<file path="config.mk">
export PLATFORM = sky130hd
export DESIGN_NAME = demand_paging_fifo_lru_core
export DESIGN_NICKNAME = d
export VERILOG_FILES = /design/src/hw/rtl/dpfl_pkg.sv /design/src/hw/rtl/demand_paging_fifo_lru_core.sv
export SDC_FILE = /design/constraint.sdc
export NUM_CORES = 1
export LEC_CHECK = 0
export ABC_AREA = 1
export BUFFER_PORTS_ARGS = -buffer_cell sky130_fd_sc_hd__buf_2
export CORE_MARGIN = 1
export CORE_UTILIZATION = 55
export DETAILED_ROUTE_END_ITERATION = 8
export PLACE_DENSITY_LB_ADDON = 0.1
export REMOVE_ABC_BUFFERS = 1
export SETUP_SLACK_MARGIN = 0.05
export SLEW_MARGIN = 5
export SYNTH_ARGS = -nofsm -noshare
export SYNTH_HDL_FRONTEND = slang
export SYNTH_SLANG_ARGS = --single-unit
</file>
<file path="constraint.sdc">
create_clock -name clk -period 10.8 [get_ports clk]
set_clock_uncertainty 0.1 [all_clocks]
set_input_delay 1.08 -clock clk [delete_from_list [all_inputs] [get_ports clk]]
set_output_delay 1.08 -clock clk [all_outputs]
set_load 0.01 [all_outputs]
</file>
<file path="src/hw/rtl/dpfl_pkg.sv">
// package for the demand-paging unit: default sizes, field widths,
// request and status codes shared by the core and its users
// no dependencies
package dpfl_pkg;

  // default sizing of the unit
  localparam int VIRT_PAGES_DEF  = 16;
  localparam int PAGE_BYTES_DEF  = 256;
  localparam int PHYS_FRAMES_DEF = 64;
  localparam int MAX_OWNED_DEF   = 16;

  // fixed field widths of the transactions
  localparam int PAGE_W   = 4;
  localparam int OFFSET_W = 8;
  localparam int FRAME_W  = 6;
  localparam int STATUS_W = 3;
  localparam int PADDR_W  = 14;
  localparam int FAULT_W  = 32;

  // request type codes
  localparam logic REQ_GRANT  = 1'b0;
  localparam logic REQ_ACCESS = 1'b1;

  // result status codes
  typedef enum logic [STATUS_W-1:0] {
    ST_HIT        = 3'd0,
    ST_FAULT_FREE = 3'd1,
    ST_FAULT_REPL = 3'd2,
    ST_NO_FRAME   = 3'd3,
    ST_GRANTED    = 3'd4,
    ST_REFUSED    = 3'd5
  } status_t;

endpackage

</file>
<file path="src/hw/rtl/demand_paging_fifo_lru_core.sv">
// demand-paging core: page table, free-frame queue and replacement order list
// with FIFO or LRU eviction under a small sequencer
// depends on dpfl_pkg
//
// input channel (in_valid / in_ready): a grant adds in_grant_frame to the
// free-frame queue; an access translates in_virtual_page and in_page_offset.
// output channel (out_valid / out_ready): status, physical address, frame,
// evicted page and running fault count, one transaction per request.
// cfg_we / cfg_wdata set the policy (0 FIFO, 1 LRU); the user must write it only
// while nothing is in flight: the core does not enforce it. a grant, a miss or a
// FIFO hit passes through S_EXEC and S_OUT, which loads the output register and
// raises out_valid; an LRU hit first walks the order list in S_SEARCH, one entry
// per cycle through a single page comparator, up to the page's entry in the list.
// in_ready is high only while the sequencer is idle.
// synchronous active-low reset empties the page table, the free queue and the
// order list, clears the fault count and selects FIFO. a result waits in the
// output register while out_ready is low; the next request can be taken
// meanwhile but its result holds in the sequencer until the register frees.
module demand_paging_fifo_lru_core #(
  parameter int VIRT_PAGES  = dpfl_pkg::VIRT_PAGES_DEF,
  parameter int PAGE_BYTES  = dpfl_pkg::PAGE_BYTES_DEF,
  parameter int PHYS_FRAMES = dpfl_pkg::PHYS_FRAMES_DEF,
  parameter int MAX_OWNED   = dpfl_pkg::MAX_OWNED_DEF
) (
  input  logic                           clk,
  input  logic                           rst_n,
  // configuration
  input  logic                           cfg_we,
  input  logic                           cfg_wdata,
  // request channel
  input  logic                           in_valid,
  output logic                           in_ready,
  input  logic                           in_req_type,
  input  logic [dpfl_pkg::PAGE_W-1:0]    in_virtual_page,
  input  logic [dpfl_pkg::OFFSET_W-1:0]  in_page_offset,
  input  logic [dpfl_pkg::FRAME_W-1:0]   in_grant_frame,
  // result channel
  output logic                           out_valid,
  input  logic                           out_ready,
  output logic [dpfl_pkg::STATUS_W-1:0]  out_status,
  output logic [dpfl_pkg::PADDR_W-1:0]   out_physical_address,
  output logic [dpfl_pkg::FRAME_W-1:0]   out_frame,
  output logic [dpfl_pkg::PAGE_W-1:0]    out_evicted_page,
  output logic [dpfl_pkg::FAULT_W-1:0]   out_fault_count
);
  import dpfl_pkg::*;

  // derived widths
  localparam int OW  = (MAX_OWNED > 1) ? $clog2(MAX_OWNED) : 1;
  localparam int CW  = $clog2(MAX_OWNED + 1);
  localparam int VW  = (VIRT_PAGES > 1) ? $clog2(VIRT_PAGES) : 1;
  localparam int VXW = (VW > PAGE_W) ? VW : PAGE_W;
  localparam int RW  = 16;
  localparam int PFW = 20;

  typedef enum logic [1:0] {
    S_IDLE,
    S_EXEC,
    S_SEARCH,
    S_OUT
  } state_t;

  // control state
  state_t             state_r, state_nxt;
  logic               policy_r, policy_nxt;
  logic [CW-1:0]      free_count_r, free_count_nxt;
  logic [CW-1:0]      order_count_r, order_count_nxt;
  logic [FAULT_W-1:0] faults_r, faults_nxt;
  logic               entry_valid_r [VIRT_PAGES];
  logic               entry_valid_nxt [VIRT_PAGES];
  logic               out_valid_r, out_valid_nxt;
  logic [OW-1:0]      idx_r, idx_nxt;

  // tables
  logic [FRAME_W-1:0] entry_frame_r [VIRT_PAGES];
  logic [FRAME_W-1:0] entry_frame_nxt [VIRT_PAGES];
  logic [FRAME_W-1:0] free_frames_r [MAX_OWNED];
  logic [FRAME_W-1:0] free_frames_nxt [MAX_OWNED];
  logic [FRAME_W-1:0] order_frames_r [MAX_OWNED];
  logic [FRAME_W-1:0] order_frames_nxt [MAX_OWNED];
  logic [PAGE_W-1:0]  order_pages_r [MAX_OWNED];
  logic [PAGE_W-1:0]  order_pages_nxt [MAX_OWNED];

  // latched request
  logic                type_r, type_nxt;
  logic [PAGE_W-1:0]   vp_r, vp_nxt;
  logic [OFFSET_W-1:0] off_r, off_nxt;
  logic [FRAME_W-1:0]  gf_r, gf_nxt;

  // result held by the sequencer
  status_t             res_status_r, res_status_nxt;
  logic [FRAME_W-1:0]  res_frm_r, res_frm_nxt;
  logic [PAGE_W-1:0]   res_evict_r, res_evict_nxt;
  logic                res_ok_r, res_ok_nxt;

  // output register
  logic [STATUS_W-1:0] out_status_r, out_status_nxt;
  logic [PADDR_W-1:0]  out_paddr_r, out_paddr_nxt;
  logic [FRAME_W-1:0]  out_frame_r, out_frame_nxt;
  logic [PAGE_W-1:0]   out_evict_r, out_evict_nxt;
  logic [FAULT_W-1:0]  out_faults_r, out_faults_nxt;

  // helpers
  logic [RW-1:0]       off_rem;
  logic [OFFSET_W-1:0] off_mod;
  logic [VXW-1:0]      vp_x;
  logic [VW-1:0]       vp_idx;
  logic                vp_in_range;
  logic [VXW-1:0]      ev_x;
  logic [VW-1:0]       ev_idx;
  logic [PFW-1:0]      paddr_full;
  logic [CW:0]         owned_sum;
  logic [OW-1:0]       last_idx;
  logic [CW-1:0]       idx_next_cnt;

  // offset modulo page size: restoring reduction, quotient below sixteen
  always_comb begin
    off_rem = RW'(off_r);
    for (int k = 3; k >= 0; k--) begin
      if (off_rem >= (RW'(PAGE_BYTES) << k)) begin
        off_rem = off_rem - (RW'(PAGE_BYTES) << k);
      end
    end
    off_mod = off_rem[OFFSET_W-1:0];
  end

  // page indexes into the page table
  assign vp_x        = VXW'(vp_r);
  assign vp_idx      = vp_x[VW-1:0];
  assign vp_in_range = (int'(vp_r) < VIRT_PAGES);
  assign ev_x        = VXW'(order_pages_r[0]);
  assign ev_idx      = ev_x[VW-1:0];

  // address of the result, from the stored frame and reduced offset
  assign paddr_full = PFW'(res_frm_r) * PFW'(PAGE_BYTES) + PFW'(off_r);

  assign owned_sum    = (CW + 1)'(free_count_r) + (CW + 1)'(order_count_r);
  assign last_idx     = OW'(order_count_r - CW'(1));
  assign idx_next_cnt = CW'(idx_r) + CW'(1);

  // sequencer and datapath next state
  always_comb begin
    state_nxt        = state_r;
    policy_nxt       = cfg_we ? cfg_wdata : policy_r;
    free_count_nxt   = free_count_r;
    order_count_nxt  = order_count_r;
    faults_nxt       = faults_r;
    entry_valid_nxt  = entry_valid_r;
    entry_frame_nxt  = entry_frame_r;
    free_frames_nxt  = free_frames_r;
    order_frames_nxt = order_frames_r;
    order_pages_nxt  = order_pages_r;
    idx_nxt          = idx_r;
    type_nxt         = type_r;
    vp_nxt           = vp_r;
    off_nxt          = off_r;
    gf_nxt           = gf_r;
    res_status_nxt   = res_status_r;
    res_frm_nxt      = res_frm_r;
    res_evict_nxt    = res_evict_r;
    res_ok_nxt       = res_ok_r;
    out_status_nxt   = out_status_r;
    out_paddr_nxt    = out_paddr_r;
    out_frame_nxt    = out_frame_r;
    out_evict_nxt    = out_evict_r;
    out_faults_nxt   = out_faults_r;
    in_ready         = 1'b0;

    // output register drains on its own handshake
    out_valid_nxt = out_valid_r && !out_ready;

    unique case (state_r)
      S_IDLE: begin
        in_ready = 1'b1;
        if (in_valid) begin
          type_nxt  = in_req_type;
          vp_nxt    = in_virtual_page;
          off_nxt   = in_page_offset;
          gf_nxt    = in_grant_frame;
          state_nxt = S_EXEC;
        end
      end

      S_EXEC: begin
        off_nxt       = off_mod;
        res_frm_nxt   = '0;
        res_evict_nxt = '0;
        res_ok_nxt    = 1'b0;
        state_nxt     = S_OUT;
        if (type_r == REQ_GRANT) begin
          // grant joins the tail of the free queue unless out of range or MAX_OWNED frames are owned
          res_frm_nxt = gf_r;
          if (int'(gf_r) >= PHYS_FRAMES || int'(owned_sum) >= MAX_OWNED) begin
            res_status_nxt = ST_REFUSED;
          end else begin
            free_frames_nxt[free_count_r[OW-1:0]] = gf_r;
            free_count_nxt = free_count_r + CW'(1);
            res_status_nxt = ST_GRANTED;
          end
        end else if (!vp_in_range) begin
          res_status_nxt = ST_NO_FRAME;
        end else if (entry_valid_r[vp_idx]) begin
          // hit; under lru walk the order list
          res_frm_nxt    = entry_frame_r[vp_idx];
          res_status_nxt = ST_HIT;
          res_ok_nxt     = 1'b1;
          if (policy_r && order_count_r != '0) begin
            idx_nxt   = '0;
            state_nxt = S_SEARCH;
          end
        end else if (free_count_r != '0) begin
          // miss, oldest free frame taken
          faults_nxt  = faults_r + FAULT_W'(1);
          res_frm_nxt = free_frames_r[0];
          for (int i = 0; i < MAX_OWNED - 1; i++) begin
            free_frames_nxt[i] = free_frames_r[i + 1];
          end
          free_count_nxt          = free_count_r - CW'(1);
          entry_frame_nxt[vp_idx] = free_frames_r[0];
          entry_valid_nxt[vp_idx] = 1'b1;
          if (int'(order_count_r) < MAX_OWNED) begin
            order_frames_nxt[order_count_r[OW-1:0]] = free_frames_r[0];
            order_pages_nxt[order_count_r[OW-1:0]]  = vp_r;
            order_count_nxt = order_count_r + CW'(1);
          end
          res_status_nxt = ST_FAULT_FREE;
          res_ok_nxt     = 1'b1;
        end else if (order_count_r != '0) begin
          // miss, head of the order list evicted and reused
          faults_nxt    = faults_r + FAULT_W'(1);
          res_frm_nxt   = order_frames_r[0];
          res_evict_nxt = order_pages_r[0];
          if (int'(order_pages_r[0]) < VIRT_PAGES) begin
            entry_valid_nxt[ev_idx] = 1'b0;
            entry_frame_nxt[ev_idx] = '0;
          end
          for (int i = 0; i < MAX_OWNED - 1; i++) begin
            order_frames_nxt[i] = order_frames_r[i + 1];
            order_pages_nxt[i]  = order_pages_r[i + 1];
          end
          order_frames_nxt[last_idx] = order_frames_r[0];
          order_pages_nxt[last_idx]  = vp_r;
          entry_frame_nxt[vp_idx]    = order_frames_r[0];
          entry_valid_nxt[vp_idx]    = 1'b1;
          res_status_nxt = ST_FAULT_REPL;
          res_ok_nxt     = 1'b1;
        end else begin
          res_status_nxt = ST_NO_FRAME;
        end
      end

      S_SEARCH: begin
        // one order entry compared per cycle
        if (order_pages_r[idx_r] == vp_r) begin
          for (int i = 0; i < MAX_OWNED - 1; i++) begin
            if (i >= int'(idx_r)) begin
              order_frames_nxt[i] = order_frames_r[i + 1];
              order_pages_nxt[i]  = order_pages_r[i + 1];
            end
          end
          order_frames_nxt[last_idx] = res_frm_r;
          order_pages_nxt[last_idx]  = vp_r;
          state_nxt = S_OUT;
        end else if (idx_next_cnt >= order_count_r) begin
          state_nxt = S_OUT;
        end else begin
          idx_nxt = idx_next_cnt[OW-1:0];
        end
      end

      S_OUT: begin
        // load the output register once it is free
        if (!out_valid_r || out_ready) begin
          out_valid_nxt  = 1'b1;
          out_status_nxt = res_status_r;
          out_paddr_nxt  = res_ok_r ? paddr_full[PADDR_W-1:0] : '0;
          out_frame_nxt  = res_frm_r;
          out_evict_nxt  = (res_status_r == ST_FAULT_REPL) ? res_evict_r : '0;
          out_faults_nxt = faults_r;
          state_nxt      = S_IDLE;
        end
      end

      default: begin
        state_nxt = S_IDLE;
      end
    endcase
  end

  // state and registered outputs
  always_ff @(posedge clk) begin
    if (!rst_n) begin
      state_r       <= S_IDLE;
      policy_r      <= 1'b0;
      free_count_r  <= '0;
      order_count_r <= '0;
      faults_r      <= '0;
      out_valid_r   <= 1'b0;
      idx_r         <= '0;
      for (int i = 0; i < VIRT_PAGES; i++) begin
        entry_valid_r[i] <= 1'b0;
      end
    end else begin
      state_r       <= state_nxt;
      policy_r      <= policy_nxt;
      free_count_r  <= free_count_nxt;
      order_count_r <= order_count_nxt;
      faults_r      <= faults_nxt;
      out_valid_r   <= out_valid_nxt;
      idx_r         <= idx_nxt;
      entry_valid_r <= entry_valid_nxt;
      entry_frame_r  <= entry_frame_nxt;
      free_frames_r  <= free_frames_nxt;
      order_frames_r <= order_frames_nxt;
      order_pages_r  <= order_pages_nxt;
      type_r        <= type_nxt;
      vp_r          <= vp_nxt;
      off_r         <= off_nxt;
      gf_r          <= gf_nxt;
      res_status_r  <= res_status_nxt;
      res_frm_r     <= res_frm_nxt;
      res_evict_r   <= res_evict_nxt;
      res_ok_r      <= res_ok_nxt;
      out_status_r  <= out_status_nxt;
      out_paddr_r   <= out_paddr_nxt;
      out_frame_r   <= out_frame_nxt;
      out_evict_r   <= out_evict_nxt;
      out_faults_r  <= out_faults_nxt;
    end
  end

  // result ports
  assign out_valid            = out_valid_r;
  assign out_status           = out_status_r;
  assign out_physical_address = out_paddr_r;
  assign out_frame            = out_frame_r;
  assign out_evicted_page     = out_evict_r;
  assign out_fault_count      = out_faults_r;

endmodule

</file>
# Yosys cells after proc, flatten, opt, wreduce, memory -nomap -nowiden
# Index checks and enable logic that the tools add are counted.
# word_totals
reg_bits	510
latch_bits	0
mem_bits_rw	0
rom_bits	0
input_bits	25
word_cells	394
mem_count	0
# op_classes
n_addsub	8
n_mul	0
n_div	0
magnitude_cmp	29
n_eq_ne	20
shift	0
muxes	193
n_bitwise	16
n_reduce_logical	28
# op_table
operator	n
96-bit two-way mux	14
96-bit bitwise mux	6
64-bit two-way mux	6
6-bit two-way mux	56
90-bit two-way mux	3
4-bit two-way mux	54
64-bit bitwise mux	3
96-bit one-hot mux with 2 select lines	1
64-bit one-hot mux with 2 select lines	1
6-bit demux with 4-bit select	5
16-bit two-way mux	7
96-bit bitwise AND	1
96-bit NOT	1
32-bit two-way mux	2
32-bit by 1-bit adder with 32-bit output, second input constant	1
4-bit demux with 4-bit select	2
16-bit OR	2
5-bit >= comparator, second input constant	6
4-bit NOT with 5-bit output	6
4-bit >= comparator, first input constant	7
5-bit by 1-bit < comparator with 1-bit output, second input constant	5
6-bit binary-select mux with 4-bit select	1
2-bit inequality test, second input constant	11
5-bit two-way mux	4
other kinds (42)	89

# Logic depth before layout (Yosys ltp)
# Gate-level depths: netlist of the first run.
# depth
depth_word	15
ltp_mapped	18
mapped_depth_nobuf	17

# Worst setup path after synthesis of the first run
# OpenSTA, ideal clock, no wires.
# synth_timing
kind	input to register
startpoint	input rst_n
endpoint	register out_evict_r[0], in the netlist out_evicted_page[0] (enable)
arrival_ps	5554
t_required_ps	10152
path_slack_ps	4597
stages	3
path_buffers	1
path_cell_list	clkinv_1 -> clkbuf_1 -> nor3_1
# synth_between
elab_chain_cells	1
# synth_rtl
item	line_no	source
start, declared	demand_paging_fifo_lru_core.sv:26	input logic rst_n,
3-bit AND reduction (no source line)	n/a	
end signal, assigned	demand_paging_fifo_lru_core.sv:327	out_evict_r <= out_evict_nxt;
end, declared	demand_paging_fifo_lru_core.sv:100	logic [PAGE_W-1:0] out_evict_r, out_evict_nxt;
# No other way between the ends.
# A chain may end at the register's enable or synchronous reset.

# Worst setup path in the final report of the first run
# layout_timing
startpoint	register vp_r[0], in the netlist vp_idx[0]
endpoint	register order_pages_r[43] (netlist name) (enable)
# layout_between
elab_chain_cells	6
# layout_rtl
item	line_no	source
start, declared	demand_paging_fifo_lru_core.sv:86	logic [PAGE_W-1:0] vp_r, vp_nxt;
start signal, assigned	demand_paging_fifo_lru_core.sv:317	vp_r <= vp_nxt;
4-bit NOT with 5-bit output (implied by the code)	demand_paging_fifo_lru_core.sv:202	end else if (entry_valid_r[vp_idx]) begin
1-bit binary-select mux with 4-bit select	demand_paging_fifo_lru_core.sv:202	
1-bit two-way mux (implied by the code) (2 in series)	demand_paging_fifo_lru_core.sv:202	
2-bit inequality test (no source line)	n/a	
7-bit AND reduction (no source line) (*)	n/a	
end signal, assigned	demand_paging_fifo_lru_core.sv:315	order_pages_r <= order_pages_nxt;
end, declared	demand_paging_fifo_lru_core.sv:81	logic [PAGE_W-1:0] order_pages_r [MAX_OWNED];
# Every way passes the cells marked *; elsewhere a longest branch is shown, timed or not. The select of a mux whose other input is x is not followed.

==> flow_metrics.py, run 1 <==
metrics = {
    "final_layout": {
        "final_common_cell": "nand2_1",
        "nets": 2841,
        "syn2layout_area_growth_pct": 9.96,
        "most-common-layout-cells": "559 x nand2_1, 444 x edfxtp_1, 363 x inv_1",
        "instances_no_fill": 3433,
        "drive_gt1_frac": 0.0826,
    },
    "flow_run": {
        "max-cap-violations": 0,
    },
    "global_route": {
        "overflow": 0,
        "antenna_found_initial": 1,
        "grt_max_degree": 98,
        "grt_pass1_vias": 20000,
        "grt_pass1_wl_um": 119000,
        "grtUsageTotal": 0.334,
    },
    "power": {
        "p_switching_mw": 3.48,
        "peakVddDrop_mv": 0.209,
        "switching_share": 0.429,
        "power_frac_seq": 0.357,
        "pwr-share-clk": 0.228,
        "power.density_mw_per_mm2": 290,
        "internal_power_mw": 4.63,
        "pwr-share-comb": 0.415,
        "power_leakage_nw": 10.8,
    },
    "yosys": {
        "syn_inst": 2746,
        "synth_area_mm2": 0.0255,
        "syn_area_per_cell_um2": 9.28,
        "ys_warn_count": 0,
        "async_flop_share": 0,
        "synth_seq_cells": 510,
        "synth-edff-count": 444,
        "synth-main-ff-cell": "edfxtp_1",
        "synth-seq-area-share": 0.575,
        "yosysUniqueCellTypes": 50,
    },
    "placement": {
        "dp_cells": 3335,
        "hpwl_um": 54700,
        "io_buffers": 85,
        "gp_congestion": 1.02,
        "dp_slack_ns": 5.79,
    },
    "setup_path": {
        "crit_arrival_ns": 5.29,
        "reg2reg_to": "order_pages_r[43]",
        "worstSetupEndpointType": "flip-flop",
        "r2r_cells": 14,
        "reg2reg_slack_ns": 5.67,
        "worstPathMaxFanout": 29,
        "crit_required_ns": 10.96,
        "cp-start-kind": "flip-flop",
        "worstSetupPathType": "reg -> reg",
        "rr_startpoint": "vp_idx[0]",
    },
    "sta": {
        "worst_pin_slew_ns": 1.15,
        "setup_tns_ns": 0,
        "period_needed_ns": 5.13,
        "hold_violations": 0,
        "fin_ws_ns": 5.67,
        "period_share": 0.475,
        "slew_violations": 0,
        "setup_viol": 0,
        "rsz0062_at_grt": "no",
        "slew_headroom": 0.228,
        "fmax_ghz": 0.195,
    },
    "min_path": {
        "holdPathEnd": "out_fault_count[10]",
        "min_path_cells": 0,
        "min_from": "faults_r[10]",
        "hold_path_class": "reg -> reg",
    },
    "clock_network": {
        "clkTransAtPathRegs_ns": 0.06,
        "cts_tree": "done",
        "clk_path_buf_depth": 3,
        "cts_inserted_buffers": 52,
        "root_buffer": "clkbuf_16",
        "ctsResizeCount": 0,
        "post_cts_buffers": 0,
        "htreeDepth": 2,
        "clock_latency_ns": 0.64,
        "cts_hold_buf": 0,
        "cts_num_sinks": 510,
    },
    "floorplanning": {
        "io_pins": 86,
        "die_x_um": 217,
        "core_mm2": 0.0456,
        "initial_core_util": 0.559,
        "rows": 78,
        "die_h_um": 217,
        "die_area_mm2": 0.0472,
    },
    "drt": {
        "vias_per_cell": 6.33,
        "num_vias": 21700,
        "routedWlPerCell_um": 23.1,
        "ant_nets": 0,
        "wl_um": 79400,
        "firstDrtPassIters": 7,
        "drtIter0Drc": 2885,
        "drc": 0,
    },
    "outcome": {
        "outcome": "completed",
    },
}
-- registers in the layout, summed over array words and instances (netlist names), 5 cells and up --
signal and count:
off_mod 8, order_count_r 5, out_frame 6, entry_valid_r 16, free_count_r 5, free_frames_r 96
entry_frame_r 96, gf_r 6, faults_r 32, out_physical_address 14, order_pages_r 60, out_fault_count 32
res_frm_r 6, order_frames_r 96
-- synthesized netlist by cell type (all sizes together) (2+ instances only) --
master	instances	area share
a22oi	49	0.014
nor4	7	0.0017
nor3	40	0.0081
o21ai	292	0.057
inv	383	0.057
clkbuf	62	0.0091
a21oi	99	0.020
nor3b	3	0.00088
nand2	565	0.084
a32oi	3	0.0010
ha	26	0.013
or2	2	0.00049
a221oi	2	0.00069
xor2	14	0.0048
o31ai	4	0.0012
nor2	202	0.034
nand3b	4	0.0012
o21a	3	0.00088
nand4	19	0.0047
o221ai	30	0.010
buf	47	0.011
a31oi	11	0.0027
dfxtp	66	0.052
nand3	141	0.028
o22ai	161	0.040
o32ai	23	0.0079
edfxtp	444	0.52
xnor2	2	0.00069
clkinv	10	0.0015
and3	2	0.00049
o211ai	26	0.0079
-- power by group through the flow --
stage / registers (mW) / logic (mW) / clock network [mW]
6_report: 2.90 / 3.37 / 1.85
5_1_grt: 2.92 / 3.55 / 1.93
4_1_cts: 2.89 / 3.21 / 1.87
3_5_place_dp: 2.93 / 3.20 / 0
3_3_place_gp: 2.92 / 3.15 / 0
2_1_floorplan: 2.89 / 2.03 / 0
-- through the flow --
stage	util	hold slack, ns	cell area (um2)	power (mW)
finish	0.615	0.341	28000	8.11
global route	0.615	0.350	28000	8.40
CTS	0.615	0.345	28000	7.97
detailed placement	0.576	0.326	26300	6.13
global placement	0.576	0.320	26300	6.08
floorplan	-	0.308	25000	4.92
-- worst max-delay path, stage by stage, from the launching register on --
cell and delay (ns):
edfxtp_1 0.66, inv_2 0.43, nand2_1 0.94, inv_1 0.14
nand2_1 0.11, nand3_1 0.07, nand2_1 0.07, nand2_2 0.09
nor2_8 0.16, nand2_4 0.21, nor2_2 0.17, o21ai_1 0.10
o31ai_1 0.11, nand2_2 0.54, nor2_1 0.84
-- cell type report --
cell class,instances,area [um2]
Antenna cell,1,2.50
Clock buffer,76,1490
Clock inverter,21,262
Fill cell,3874,17600
Inverter,393,1480
Multi-Input combinational cell,1734,8850
Sequential cell,510,14700
Tap cell,600,751
Timing Repair Buffer,98,523
-- cells by family after synthesis --
group,synth area share
buffers and inverters,0.0777
AND/OR/NAND/NOR,0.164
AO/OA/AOI/OAI,0.164
XOR/XNOR,0.00550
flip-flops,0.575
adder cells (fa/ha/maj),0.0136
-- worst max-delay path by stage --
stage,end,startpoint,depth (start not counted)
after detailed placement,order_pages_r[41],vp_idx[0],14
after global routing,order_pages_r[42],vp_idx[0],14
after floorplan,out_evicted_page[0],rst_n,2
after global placement,order_frames_r[56],vp_idx[0],14
final,order_pages_r[43],vp_idx[0],14
after CTS,order_pages_r[42],vp_idx[0],14
-- routing by layer --
| metal | vias to the layer above | share of wire | wire length (um) | GRT usage |
|---|---|---|---|---|
| li1 | 9725 | - | - | - |
| met1 | 10200 | 0.40 | 32000 | 0.467 |
| met2 | 1534 | 0.43 | 33800 | 0.499 |
| met3 | 275 | 0.12 | 9220 | 0.0612 |
| met4 | 0 | 0.055 | 4350 | 0.169 |
| met5 | - | 0 | 0 | 0 |
Note: power is estimated with default switching activity, not from simulation.
==> run 2, diff against run 1 <==
- clock period: 10.8 -> 4.6 ns (I/O delays scaled with it)
==> flow_metrics.py, run 2 (synthesis results as in run 1) <==
metrics = {
    "final_layout": {
        "syn2layout_area_growth_pct": 11.9,
        "most-common-layout-cells": "559 x nand2_1, 444 x edfxtp_1, 363 x inv_1",
        "drive_gt1_frac": 0.0921,
        "antennaDiodeCount": 0,
        "nets": 2895,
        "reg_top3": "entry_frame_r (96), free_frames_r (96), order_frames_r (96)",
        "final_common_cell": "nand2_1",
        "instances_no_fill": 3488,
    },
    "min_path": {
        "min_path_cells": 4,
        "hold_path_class": "in -> reg",
    },
    "power": {
        "power_leakage_nw": 11.0,
        "total_power_mw": 19.2,
        "peakVddDrop_mv": 0.460,
        "power.density_mw_per_mm2": 675,
    },
    "global_route": {
        "overflow": 0,
        "grt_pass1_vias": 20700,
        "grt_max_degree": 97,
        "grtUsageTotal": 0.346,
        "gr-max-usage-layer": "met2",
        "grt_pass1_wl_um": 123000,
        "grt_use_met3": 0.0714,
        "gr-usage-met2": 0.531,
        "grt_use_met1": 0.475,
        "antenna_found_initial": 2,
    },
    "floorplanning": {
        "die_h_um": 217,
        "core_mm2": 0.0456,
        "die_x_um": 217,
        "initial_core_util": 0.559,
        "die_area_mm2": 0.0472,
        "io_pins": 86,
        "rows": 78,
    },
    "setup_path": {
        "reg2reg_slack_ns": 0.47,
        "worstPathMaxFanout": 23,
        "r2r_cells": 13,
        "crit_buf_inv": 2,
        "cp_slowest_cell": "nor2_1",
        "worstSetupPathType": "reg -> reg",
        "crit_top_cell": "nor2_1",
        "worst-path-stages": 13,
        "critPathMaxStageDelay_ns": 0.78,
        "cp-start-kind": "flip-flop",
        "cp_cell_sequence": "inv_1 > ha_1 > inv_2 > nor2_1 > nand2_1 > nor2_1 > nor3_2 > nand2_4 > nor2_2 > o21ai_1 > o31ai_1 > nand2_2 > nor2_1",
        "crit_arrival_ns": 4.27,
        "worstSetupEndpointType": "flip-flop",
        "critical-path-top-delay-family": "simple AND/OR/NAND/NOR gates",
        "crit_required_ns": 4.74,
    },
    "drt": {
        "ant_nets": 0,
        "num_vias": 21800,
        "firstDrtPassIters": 8,
        "drc": 0,
        "routedWlPerCell_um": 23.2,
        "vias_per_cell": 6.24,
        "drtIter0Drc": 3046,
        "wl_um": 80800,
    },
    "sta": {
        "fmax_ghz": 0.242,
        "slew_headroom": 0.299,
        "slew_violations": 0,
        "period_share": 0.899,
        "worst_pin_slew_ns": 1.05,
        "holdWs_ns": 0.0349,
        "hold_violations": 0,
        "rsz0062_at_grt": "no",
        "setup_viol": 0,
        "setup_tns_ns": 0,
        "fin_ws_ns": 0.467,
        "period_needed_ns": 4.13,
    },
    "placement": {
        "dp_slack_ns": 0.542,
        "dp_cells": 3366,
        "io_buffers": 85,
        "hpwl_um": 57300,
        "gp_congestion": 1.03,
    },
    "clock_network": {
        "ctsResizeCount": 0,
        "root_buffer": "clkbuf_16",
        "post_cts_buffers": 0,
        "clkTransAtPathRegs_ns": 0.07,
        "cts_tree": "done",
        "htreeDepth": 2,
        "cts_num_sinks": 510,
        "clock_latency_ns": 0.63,
        "clk_path_buf_depth": 3,
        "cts_inserted_buffers": 54,
    },
    "flow_run": {
        "max-cap-violations": 0,
    },
    "outcome": {
        "outcome": "completed",
    },
}
==> run 2: area by class of cell <==
| cell class | instances | area [um2] |
|---|---|---|
| Clock buffer | 72 | 1470 |
| Inverter | 393 | 1480 |
| Tap cell | 600 | 751 |
| Sequential cell | 510 | 14700 |
| Multi-Input combinational cell | 1734 | 8850 |
| Clock inverter | 29 | 330 |
| Timing Repair Buffer | 150 | 966 |
| Fill cell | 3795 | 17100 |
==> run 2: worst paths after layout <==
check | from | endpoint
worst max register to register | order_count_r[0] | order_frames_r[62]
worst min-delay path | out_ready | out_valid
worst max-delay path | order_count_r[0] | order_frames_r[62]
worst min register to register | faults_r[10] | out_fault_count[10]
==> run 2: metal layers <==
| layer | share of wire | wire length, um |
|---|---|---|
| met1 | 0.41 | 32800 |
| met2 | 0.44 | 35600 |
| met3 | 0.11 | 8650 |
| met4 | 0.046 | 3730 |
| met5 | 0 | 0 |
==> run 2: per-stage QoR <==
stage | cell area (um2) | util
final | 28500 | 0.625
after global routing | 28500 | 0.625
after CTS | 28500 | 0.625
after detailed placement | 26500 | 0.581
after global placement | 26500 | 0.581
after floorplan | 25000 | -
==> run 2: worst register-to-register path, cell delays in order (launching register included) <==
cell and delay [ns]:
dfxtp_1 0.51, inv_1 0.17, ha_1 0.35, inv_2 0.28, nor2_1 0.13, nand2_1 0.12
nor2_1 0.09, nor3_2 0.18, nand2_4 0.22, nor2_2 0.20, o21ai_1 0.09, o31ai_1 0.08
nand2_2 0.44, nor2_1 0.79
==> run 2: report_power, final <==
part	total [mW]	leakage, nW	internal [mW]	switching [mW]
Combinational	8.01	5.54	1.96	6.05
Sequential	6.80	4.62	6.48	0.319
Clock	4.44	0.867	2.59	1.85
==> run 2: timing repair <==
| action | 4_1_cts | 5_1_grt |
|---|---|---|
| hold buffers | 21 | 0 |
| endpoints found under the setup margin | 0 | 0 |
| endpoints found under the hold margin | 20 | 0 |
